### src/rtl/kclru_pkg.sv
// ----------------------------------------------------------------------------
// kclru_pkg - shared types and constants
// Table geometry, status codes, and the scan word and update command types
// passed along and across the cell chain.
// ----------------------------------------------------------------------------
package kclru_pkg;

   localparam int ENTRIES  = 32;
   localparam int IDX_W    = (ENTRIES > 1) ? $clog2(ENTRIES) : 1;
   localparam int STAMP_W  = 32;
   localparam int STYLE_W  = 16;
   localparam int SIZE_W   = 8;
   localparam int REFS_W   = 8;
   localparam int STATUS_W = 3;
   localparam int SLOT_W   = 5;

   localparam logic [STATUS_W-1:0] ST_HIT       = 3'd0;
   localparam logic [STATUS_W-1:0] ST_INSTALLED = 3'd1;
   localparam logic [STATUS_W-1:0] ST_FULL      = 3'd2;
   localparam logic [STATUS_W-1:0] ST_FALLBACK  = 3'd3;
   localparam logic [STATUS_W-1:0] ST_DEFAULT   = 3'd4;

   typedef enum logic [1:0] {
      CMD_TOUCH   = 2'd0,
      CMD_INSTALL = 2'd1,
      CMD_EVICT   = 2'd2
   } kclru_cmd_kind_type;

   // scan word, one cell per cycle
   typedef struct packed {
      logic               valid;
      logic               hit;
      logic [IDX_W-1:0]   hit_idx;
      logic               have_empty;
      logic               have_victim;
      logic [IDX_W-1:0]   victim;
      logic [STAMP_W-1:0] oldest;
   } kclru_pkt_type;

   // end-of-scan update, broadcast to all cells
   typedef struct packed {
      logic               en;
      kclru_cmd_kind_type kind;
      logic [IDX_W-1:0]   idx;
      logic [STYLE_W-1:0] style;
      logic [SIZE_W-1:0]  size;
      logic [STAMP_W-1:0] stamp;
   } kclru_cmd_type;

endpackage

### src/rtl/kclru_cell.sv
// ----------------------------------------------------------------------------
// kclru_cell - one table entry and one scan stage
// Holds an entry, checks the passing scan word against it, forwards it.
// ----------------------------------------------------------------------------
module kclru_cell
   import kclru_pkg::*;
(
   input  logic               clock,
   input  logic               reset,
   input  logic [IDX_W-1:0]   cell_idx,
   input  logic [STYLE_W-1:0] key_style,
   input  logic [SIZE_W-1:0]  key_size,
   input  kclru_pkt_type      pkt_in,
   input  kclru_cmd_type      cmd,
   output kclru_pkt_type      pkt_out
);

   logic               valid_ff, valid_in;
   logic [STYLE_W-1:0] style_ff, style_in;
   logic [SIZE_W-1:0]  size_ff,  size_in;
   logic [STAMP_W-1:0] stamp_ff, stamp_in;
   logic [REFS_W-1:0]  refs_ff,  refs_in;
   kclru_pkt_type      pkt_ff,   pkt_in_nx;
   logic               sel;

   always_comb begin
      pkt_in_nx = pkt_in;
      if (pkt_in.valid && !pkt_in.hit) begin
         if (valid_ff) begin
            if (style_ff == key_style && size_ff == key_size) begin
               pkt_in_nx.hit     = 1'b1;
               pkt_in_nx.hit_idx = cell_idx;
            end else if (!pkt_in.have_empty && refs_ff == '0 &&
                         (!pkt_in.have_victim || stamp_ff < pkt_in.oldest)) begin
               pkt_in_nx.have_victim = 1'b1;
               pkt_in_nx.oldest      = stamp_ff;
               pkt_in_nx.victim      = cell_idx;
            end
         end else begin
            pkt_in_nx.have_empty  = 1'b1;
            pkt_in_nx.have_victim = 1'b1;
            pkt_in_nx.victim      = cell_idx;
         end
      end
   end

   assign sel = cmd.en && (cmd.idx == cell_idx);

   always_comb begin
      valid_in = valid_ff;
      style_in = style_ff;
      size_in  = size_ff;
      stamp_in = stamp_ff;
      refs_in  = refs_ff;
      if (sel) begin
         unique case (cmd.kind)
            CMD_TOUCH: begin
               stamp_in = cmd.stamp;
               if (refs_ff != '1) refs_in = refs_ff + 1'b1;
            end
            CMD_INSTALL: begin
               valid_in = 1'b1;
               style_in = cmd.style;
               size_in  = cmd.size;
               stamp_in = cmd.stamp;
               refs_in  = REFS_W'(1);
            end
            CMD_EVICT: valid_in = 1'b0;
            default: ;
         endcase
      end
   end

   always_ff @(posedge clock) begin
      if (reset) begin
         valid_ff     <= 1'b0;
         pkt_ff.valid <= 1'b0;
      end else begin
         valid_ff     <= valid_in;
         pkt_ff.valid <= pkt_in_nx.valid;
      end
      style_ff           <= style_in;
      size_ff            <= size_in;
      stamp_ff           <= stamp_in;
      refs_ff            <= refs_in;
      pkt_ff.hit         <= pkt_in_nx.hit;
      pkt_ff.hit_idx     <= pkt_in_nx.hit_idx;
      pkt_ff.have_empty  <= pkt_in_nx.have_empty;
      pkt_ff.have_victim <= pkt_in_nx.have_victim;
      pkt_ff.victim      <= pkt_in_nx.victim;
      pkt_ff.oldest      <= pkt_in_nx.oldest;
   end

   assign pkt_out = pkt_ff;

endmodule
### config.mk
export PLATFORM = sky130hd
export DESIGN_NAME = kclru_cell
export DESIGN_NICKNAME = d
export VERILOG_FILES = /design/src/rtl/kclru_pkg.sv /design/src/rtl/kclru_cell.sv
export SDC_FILE = /design/constraint.sdc
export NUM_CORES = 1
export LEC_CHECK = 0
export BUFFER_PORTS_ARGS = -buffer_cell sky130_fd_sc_hd__buf_2
export CORE_AREA = 4 4 125 127
export DETAILED_ROUTE_END_ITERATION = 6
export DIE_AREA = 0 0 129 131
export PLACE_DENSITY = 0.57
export SLEW_MARGIN = 25
export SYNTH_ARGS = -nofsm -noshare
export SYNTH_HDL_FRONTEND = slang
export SYNTH_SLANG_ARGS = --single-unit
### constraint.sdc
create_clock -name clock -period 2.7 [get_ports clock]
set_input_delay 0.54 -clock clock [delete_from_list [all_inputs] [get_ports clock]]
set_output_delay 0.54 -clock clock [all_outputs]
set_load 0.02 [all_outputs]
### Word-level counts from Yosys, hierarchy flattened

Index checks and enable logic that the tools add are counted.
Widths: inputs -> output; s select.

* register bits: 111
* input port bits: 141
* output and inout bits: 46
* logic and storage cells: 50

* add/sub/neg operators: 1
* magnitude comparators: 1
* equality and inequality tests: 7
* muxes and demuxes: 11
* reduce and logical (&&, ||, !) cells: 18

Operators with widths (number)
* $mux 38: 2
* $mux 45: 1
* $lt 32x32->1: 1
* $mux 32: 1
* $mux 6: 3
* $eq 16x16->1: 1
* $pmux 8 s2: 1
* $add 8x1->8 const B: 1
* $eq 8x8->1: 1
* $logic_not 8->1: 1
* $mux 8: 1
* $ne 8x8->1 const B: 1
* $reduce_and 2->1: 3
* $eq 5x5->1: 1
* $logic_and 1x1->1: 5
* $reduce_bool 2->1: 2
* $logic_not 1->1: 3
* $reduce_and 3->1: 1
* $eq 2x1->1 const B: 1
* $eq 2x2->1 const B: 1
* $logic_not 2->1: 1
* $ne 2x2->1 const B: 1
* $pmux 1 s2: 1
* $reduce_or 2->1: 1
* other kinds (2): 2

### Longest topological paths before layout

Gate-level depths: netlist of run 1.

* word-level depth: 7
* mapped depth: 9
* depth with buffers taken out: 8

### Worst setup path before layout of run 1

OpenSTA, ideal clock, no wires.

* path kind: input port to flip-flop
* start point: input pkt_in[19] (netlist name)
* end point: register pkt_ff, in the netlist pkt_out[10]
* arrival: 2.599 ns
* required time: 2.579 ns
* path slack: -0.020 ns
* stages on the path: 9
* path buffers: 1
* path through: inv_1 ha_1 a21oi_1 o21ai_0 a221oi_1 o21ai_0 a2111oi_4 buf_6 mux2_4

RTL lines
* start: declaration: line kclru_cell.sv:13 `input kclru_pkt_type pkt_in,`
* end: declaration: line kclru_cell.sv:23 `kclru_pkt_type pkt_ff, pkt_in_nx;`

==> results.md, run 1 <==
- Status: finished clean
- CORE AREA: 14420 sq um
- Die area: around 17000 sq um
- Total chip power: 3.547 mW
- RSZ-0062 raised after global routing: yes
- Number of max-cap violations: 0
- Synth Flop Type: edfxtp_1
- Cells after synthesis: approximately 370
- Achievable frequency: slightly below 400 MHz
- R2R Path Start: stamp_ff[29]
- Gr usage total: between 10 and 15%
- Hold Startpoint: reset
- CP bufs+invs: 2
- Delay-heaviest family, CP: compound AO/OA/AOI/OAI gates
- Syn_area_per_cell: about 14 sq um
- Post-Route M1 WL: between 4 and 5 mm
- Initial Util: between 30% and 40%
- Clk Latency, worst-skew pair: ~350 ps
- Cell-by-cell trace of the critical path: ha_1 -> nand4_1 -> nor2_1 -> a221oi_2 -> o21ai_2 -> a2111oi_4 -> buf_6 -> buf_12 -> mux2_4
- Post-route minimum period: between 2000 and 3000 ps
- Startpoint types: flip-flop
- Avg WL per Cell: roughly 15 um
- Mapped Nets: about 540
- Routed wl met2: between 6 and 7 mm
- Crit path DAT: around 2800 ps
- Critical Path RT: about 3000 ps
- Slew @ Worst Pin: 444.3 ps
- DRC: 0
- Peak fanout along the critical path: 8
- Synth warn: 0
- Final number of setup-violating endpoints: 0
- Hold depth: 2
- Count of final hold-check violations: 0
- #FFs+latches synth: approximately 110
- Antenna Cells: 0
- Largest net degree at the start of global routing: 25
- Num CTS Buffers: 9
- Num rows: 44
- Drt initial violations: approximately 150
- Port Buffers: between 150 and 200
- CP max stage delay: 440 ps
- Crit Reg-Reg Endpoint: pkt_out[19]
- FF-to-FF path depth: 9
- Slew Viols, Final: 0
- Clk slew on worst S/H paths: approximately 80 ps
- WHS Endpoint: pkt_out[45]
- DR top layer: met5
- Vias per cell: around 4.5
- Die width: 129 um
- Clock sinks: between 100 and 150
- Routed wl met3: around 670 um
- CTS Buffer Depth: 2
- CTS tree: yes
- FF-to-FF setup slack: around 120 ps
- Vias: 3492
- Area delta synth->final: 34.63%
- Type of the worst setup path: reg2reg
- VDD IR max: 0.2725 mV
- Area of the mapped netlist: around 5000 sq um
- Initial antenna violation count: 2
- Share of layout cells above drive strength 1: 48.14%
- Die Span Y: between 100 and 150 um
- Root Buffer: clkbuf_16
- Antenna viol nets, final: 0
- EDFF count, synth: 64
- Pre-antenna DRT Iters: 4
- Boundary Pins: 187
- Total gr overflow: 0
- Synth async-reset ratio: 0%
- Rel. slew slack: a little over two thirds
- Post-layout nets: 764
- Register area share after synthesis: around 57%
- First-pass GRT wire length: about 18 mm
- Tcrit/Tclk final: between 90 and 100%
- Final Skew: roughly 11 ps
- Leakage power: 3.016 nW
- Final Util: between 40 and 50%
- RD Place Congestion: about 0.75
- HP Class: in2reg
- Yosys cell types: 37
- Pwr per Cell Area: between 500 and 600 nW/um^2
- H-tree depth: 3
- Vias in the first global route: between 3000 and 4000
- Critical path endpoint category: flip-flop
- Critical-path top delay cell: a2111oi_4
- Post-detail-place hpwl: 9.546 mm
- WL final: between 10 and 15 mm
-- worst max-delay path by stage --
stage                            start           to  slack (ps)  cells past startpoint
after floorplan             pkt_in[19]  pkt_out[10]          30                      9
after global placement      pkt_in[19]  pkt_out[32]        -260                     11
after detailed placement    pkt_in[19]  pkt_out[19]        -360                     11
after CTS                 stamp_ff[19]  pkt_out[19]        -0.3                      9
after global routing      stamp_ff[13]  pkt_out[19]         -60                      9
final                     stamp_ff[29]  pkt_out[19]         120                      9
-- registers in the layout, indices dropped and copies added (netlist names) --
register  cells
style_ff     16
valid_ff      1
size_ff       8
stamp_ff     32
refs_ff       8
pkt_out      46
-- cell usage after synthesis, types with 3 or more instances --
cell      count  area (sq um)
inv_1        39         146.4
a21oi_1      14         70.07
nand2_1      10         37.54
nand3_1       8         40.04
dfxtp_1      47         940.9
nand2b_1      4         25.02
a211oi_1      3         22.52
nor2b_1       4         25.02
edfxtp_1     64          1922
buf_6         3         33.78
ha_1         36         450.4
mux2_4       30         450.4
xor2_1       31         271.5
nor2_1        8         30.03
and3_1        3         18.77
o21ai_0      10         50.05
mux2_2       12         135.1
nand4_1       9         56.30
nor4_1        9         56.30
-- layer usage --
layer | vias to the layer above | track usage [%]
met4 | 4 | 5.806
met2 | 89 | 24.76
met3 | 18 | 3.577
met5 | - | 0
met1 | 1625 | 16.10
li1 | 1756 | -
-- what timing repair did --
action,CTS,global route
pin swaps,0,5
hold buffers,0,0
resized for setup,2,11
setup endpoints to repair,34,37
setup buffers,0,7
-- power by group --
group | leakage [nW] | switching, mW | internal [mW]
registers | 0.972 | 0.0139 | 1.83
clock network | 0.145 | 0.601 | 0.713
logic | 1.90 | 0.190 | 0.198
total | 3.02 | 0.805 | 2.74
-- cell usage in the layout (no fill, tap or decap), types with 10 or more instances in the layout --
master	count
mux2_4	30
buf_2	186
dfxtp_1	47
mux2_2	12
ha_1	32
xor2_1	31
nand2_1	10
edfxtp_1	64
buf_4	24
inv_1	39
a21oi_1	13
-- kinds of logic after synthesis --
| family | Yosys count | share of synthesized area (%) |
|---|---|---|
| xor gates and xnor gates | 33 | 5.797 |
| muxes | 42 | 11.74 |
| and+or+nand+nor | 62 | 6.851 |
| DFF | 111 | 57.42 |
| adders and majority gates | 36 | 9.034 |
| buffers and inverters | 44 | 3.764 |
| AOI/OAI and AO/OA | 39 | 5.395 |
-- layout make-up --
class / instances / area [sq um]
Timing Repair Buffer: 214 / 1174
Sequential cell: 111 / 2863
Clock inverter: 7 / 62.56
Clock buffer: 9 / 225.2
Tap cell: 184 / 230.2
Fill cell: 1365 / 7711
Multi-Input combinational cell: 212 / 2012
Inverter: 39 / 146.4
-- stage by stage --
stage | cells | hold WS, ps | worst slack, ps | setup TNS (ps) | instance area (sq um)
3_5_place_dp | 753 | 494.3 | -360.1 | -11950 | 6290
2_1_floorplan | 367 | 476.0 | 34.61 | 0 | 4986
5_1_grt | 776 | 336.5 | -56.29 | -640.4 | 6713
4_1_cts | 769 | 334.7 | -0.3235 | -0.3235 | 6581
6_report | 776 | 351.2 | 120.7 | 0 | 6713
3_3_place_gp | 753 | 492.4 | -259.9 | -9057 | 6290
-- worst reg2reg max path, stage by stage, from the launching register on --
cell and delay (ps):
edfxtp_1 390, ha_1 300, nand4_1 200, nor2_1 100
a221oi_2 260, o21ai_2 130, a2111oi_4 440, buf_6 190
buf_12 140, mux2_4 310
Note: power is estimated with default switching activity, not from simulation.
==> inputs of run 2 (changes only) <==
--- a/config.mk
+++ b/config.mk
@@ -9,7 +9,7 @@
 export CORE_AREA = 4 4 125 127
 export DETAILED_ROUTE_END_ITERATION = 6
 export DIE_AREA = 0 0 129 131
-export PLACE_DENSITY = 0.57
+export PLACE_DENSITY = 0.55
 export SLEW_MARGIN = 25
 export SYNTH_ARGS = -nofsm -noshare
 export SYNTH_HDL_FRONTEND = slang
==> constraint.sdc (replaced) <==
create_clock -name clock -period 2.94 [get_ports clock]
set_input_delay 0.588 -clock clock [delete_from_list [all_inputs] [get_ports clock]]
set_output_delay 0.588 -clock clock [all_outputs]
set_load 0.02 [all_outputs]
==> run 2 against run 1 <==
  * Clock skew fell by 3.0 ps
  * Die area did not move
  * Setup slack improved by 42 ps
  * Core utilization fell by 1.3 points
  * Combinational power fell by 12%
  * Fmax fell by 7.1%
  * First-iteration DRC count fell by 16%
  * Critical path depth rose by 1
  * Critical endpoint is now pkt_out[22]
  * Highest routed layer unchanged
==> results.md, run 2 (same netlist as run 1, synthesis figures left out) <==
- Initial antenna violation count: 1 (-1)
- Die Span Y: 131 um (unchanged)
- Num rows: 44 (unchanged)
- Commonest non-fill, non-tap cells in the layout: 186 x buf_2, 64 x edfxtp_1, 47 x dfxtp_1
- Worst path depth: 10 (+1)
- Slew Viols, Final: 0 (unchanged)
- Number of max-cap violations: 0 (unchanged)
- Total chip power: 3.265 mW (-8.0%)
- Hold depth: 2 (unchanged)
- RD Place Congestion: 0.7863 (+4.8%)
- Slew @ Worst Pin: 533.8 ps (+89.45 ps)
- Internal power: 2.537 mW (-7.5%)
- CP bufs+invs: 3 (+1)
- Largest net degree at the start of global routing: 33 (+32%)
- Fill count: 1360 (-0.37%)
- Critical-path top delay cell: edfxtp_1
- Switching power: 0.7281 mW (-9.5%)
- Startpoint types: flip-flop
- Tcrit/Tclk final: 94.47% (-1.1 points)
- Commonest non-fill, non-tap cell in the layout: buf_2
- Resize count post-CTS: 0 (-2)
- FF-to-FF setup slack: 160 ps (+40 ps)
- Boundary Pins: 187 (unchanged)
- Clock sinks: 111 (unchanged)
- Final Skew: 7.842 ps (-2.996 ps)
- Post-CTS Setup Inserts: 0 (unchanged)
- Total gr overflow: 0 (unchanged)
- Root Buffer: clkbuf_16
- Cell-by-cell trace of the critical path: ha_1 -> nand4_1 -> buf_4 -> nor4_1 -> buf_4 -> nand2_1 -> a31oi_1 -> a2111oi_4 -> buf_4 -> mux2_4
- Crit path DAT: 3010 ps (+190 ps)
- Achievable frequency: 360.0 MHz (-7.1%)
- Net Sw Frac: 22.30% (-0.38 points)
- Critical Path RT: 3170 ps (+230 ps)
- Port Buffers: 186 (unchanged)
- Drt initial violations: 124 (-16%)
- Share of layout cells above drive strength 1: 45.77% (-2.4 points)
- Hold Startpoint: reset
- Count of final hold-check violations: 0 (unchanged)
- Critical path origin: stamp_ff[31]
- Leakage power: 2.942 nW (-2.5%)
- Post-DP Area: 6232 sq um (-0.91%)
- Status: finished clean
- Max FFs per register: 46 (unchanged)
- Vias: 3487 (-0.14%)
- Crit Reg-Reg Endpoint: pkt_out[22]
- CTS Buffer Depth: 2 (unchanged)
- Post-route minimum period: 2777 ps (+198.2 ps)
- Delay-heaviest family, CP: simple AND/OR/NAND/NOR gates
- VDD IR max: 0.2553 mV (-6.3%)
- First-pass GRT wire length: 18.13 mm (+1.3%)
- Design Area, Final: 6531 sq um (-2.7%)
- RSZ-0062 raised after global routing: no
- Antenna Cells: 0 (unchanged)
- WHS Endpoint: pkt_out[45]
- Die area: 16900 sq um (unchanged)
- HP Class: in2reg
- Multi-input gate area: 1937 sq um (-3.7%)
- CP max stage delay: 400 ps (-40 ps)
- CORE AREA: 14420 sq um (unchanged)
- H-tree depth: 3 (unchanged)
- R2R Path Start: stamp_ff[31]
- CTS tree: yes
- Antenna viol nets, final: 0 (unchanged)
- Final number of setup-violating endpoints: 0 (unchanged)
- Most used cell, CP: buf_4
- Pre-antenna DRT Iters: 4 (unchanged)
- Post-detail-place hpwl: 9.374 mm (-1.8%)
- Num CTS Buffers: 9 (unchanged)
- Type of the worst setup path: reg2reg
- Vias in the first global route: 3695 (+1.6%)
- FF-to-FF path depth: 10 (+1)
- Total negative slack: 0 ps (unchanged)
- Avg WL per Cell: 15.32 um (-0.27%)
- Critical path endpoint category: flip-flop
- Clk slew on worst S/H paths: 70 ps (about the same)
- Peak fanout along the critical path: 9 (+1)
- DRC: 0 (unchanged)
- WL final: 11.69 mm (-1.9%)
- Comb power frac: 10.5% (-0.4 points)
- Pwr per Cell Area: 499.9 nW/um^2 (-5.4%)
- Post-layout nets: 751 (-1.7%)
- Final Util: 45.28% (-1.3 points)
- Clk Latency, worst-skew pair: 350 ps (about the same)
- Storage cell area: 2863 sq um (unchanged)
- Area delta synth->final: 30.99%
- Flop pwr share: 51.9% (about the same)
- Gr usage total: 14.09% (+0.10 points)
- Die width: 129 um (unchanged)
- Vias per cell: 4.570 (+1.6%)
- Initial Util: 34.57% (unchanged)
- Power share of the clock group: 37.6% (+0.6 points)
- Rel. slew slack: 64.09% (-5.9 points)
-- run 2: power groups by stage --
stage / clock network [mW] / logic, mW / registers, mW
global placement: 0 / 0.339 / 1.73
floorplan: 0 / 0.120 / 1.78
global route: 1.34 / 0.385 / 1.70
finish: 1.23 / 0.343 / 1.69
detailed placement: 0 / 0.347 / 1.73
CTS: 1.28 / 0.349 / 1.70
-- run 2: metrics by stage --
stage	setup slack (ps)	std cells	hold WS [ps]
2_1_floorplan	171.8	367	476.0
5_1_grt	35.05	763	382.3
4_1_cts	110.9	763	388.7
6_report	162.5	763	404.7
3_3_place_gp	-87.33	747	489.1
3_5_place_dp	-198.0	747	496.6
-- run 2: layout make-up --
cell class	instances	area share [%]
flip-flops and latches	111	43.83
multi-input cells	212	29.66
clock buffers	10	3.659
clock inverters	6	0.9195
repair buffers	201	16.17
well taps	184	3.525
inverters	39	2.241
-- run 2: layer usage --
metal | part of all wire [%] | global-route usage (%) | vias up
met5 | 0.11 | 0 | -
met3 | 7.5 | 4.919 | 13
li1 | - | - | 1729
met2 | 52 | 25.49 | 112
met1 | 39 | 15.80 | 1631
met4 | 1.1 | 3.768 | 2
-- run 2: worst reg2reg max path: stages, from the launching register on --
cell	delay, ps
edfxtp_1	400
ha_1	340
nand4_1	220
buf_4	200
nor4_1	360
buf_4	180
nand2_1	50
a31oi_1	270
a2111oi_4	110
buf_4	240
mux2_4	310
-- run 2: how the worst max path moves through the flow --
stage | end | slack, ps
global route | pkt_out[19] | 40
finish | pkt_out[22] | 160
floorplan | pkt_out[10] | 170
global placement | pkt_out[19] | -90
detailed placement | pkt_out[22] | -200
CTS | pkt_out[22] | 110
-- run 2: repair_timing --
action | 4_1_cts | 5_1_grt
hold endpoints to repair | 0 | 0
hold buffers | 0 | 0
endpoints found under the setup margin | 0 | 9
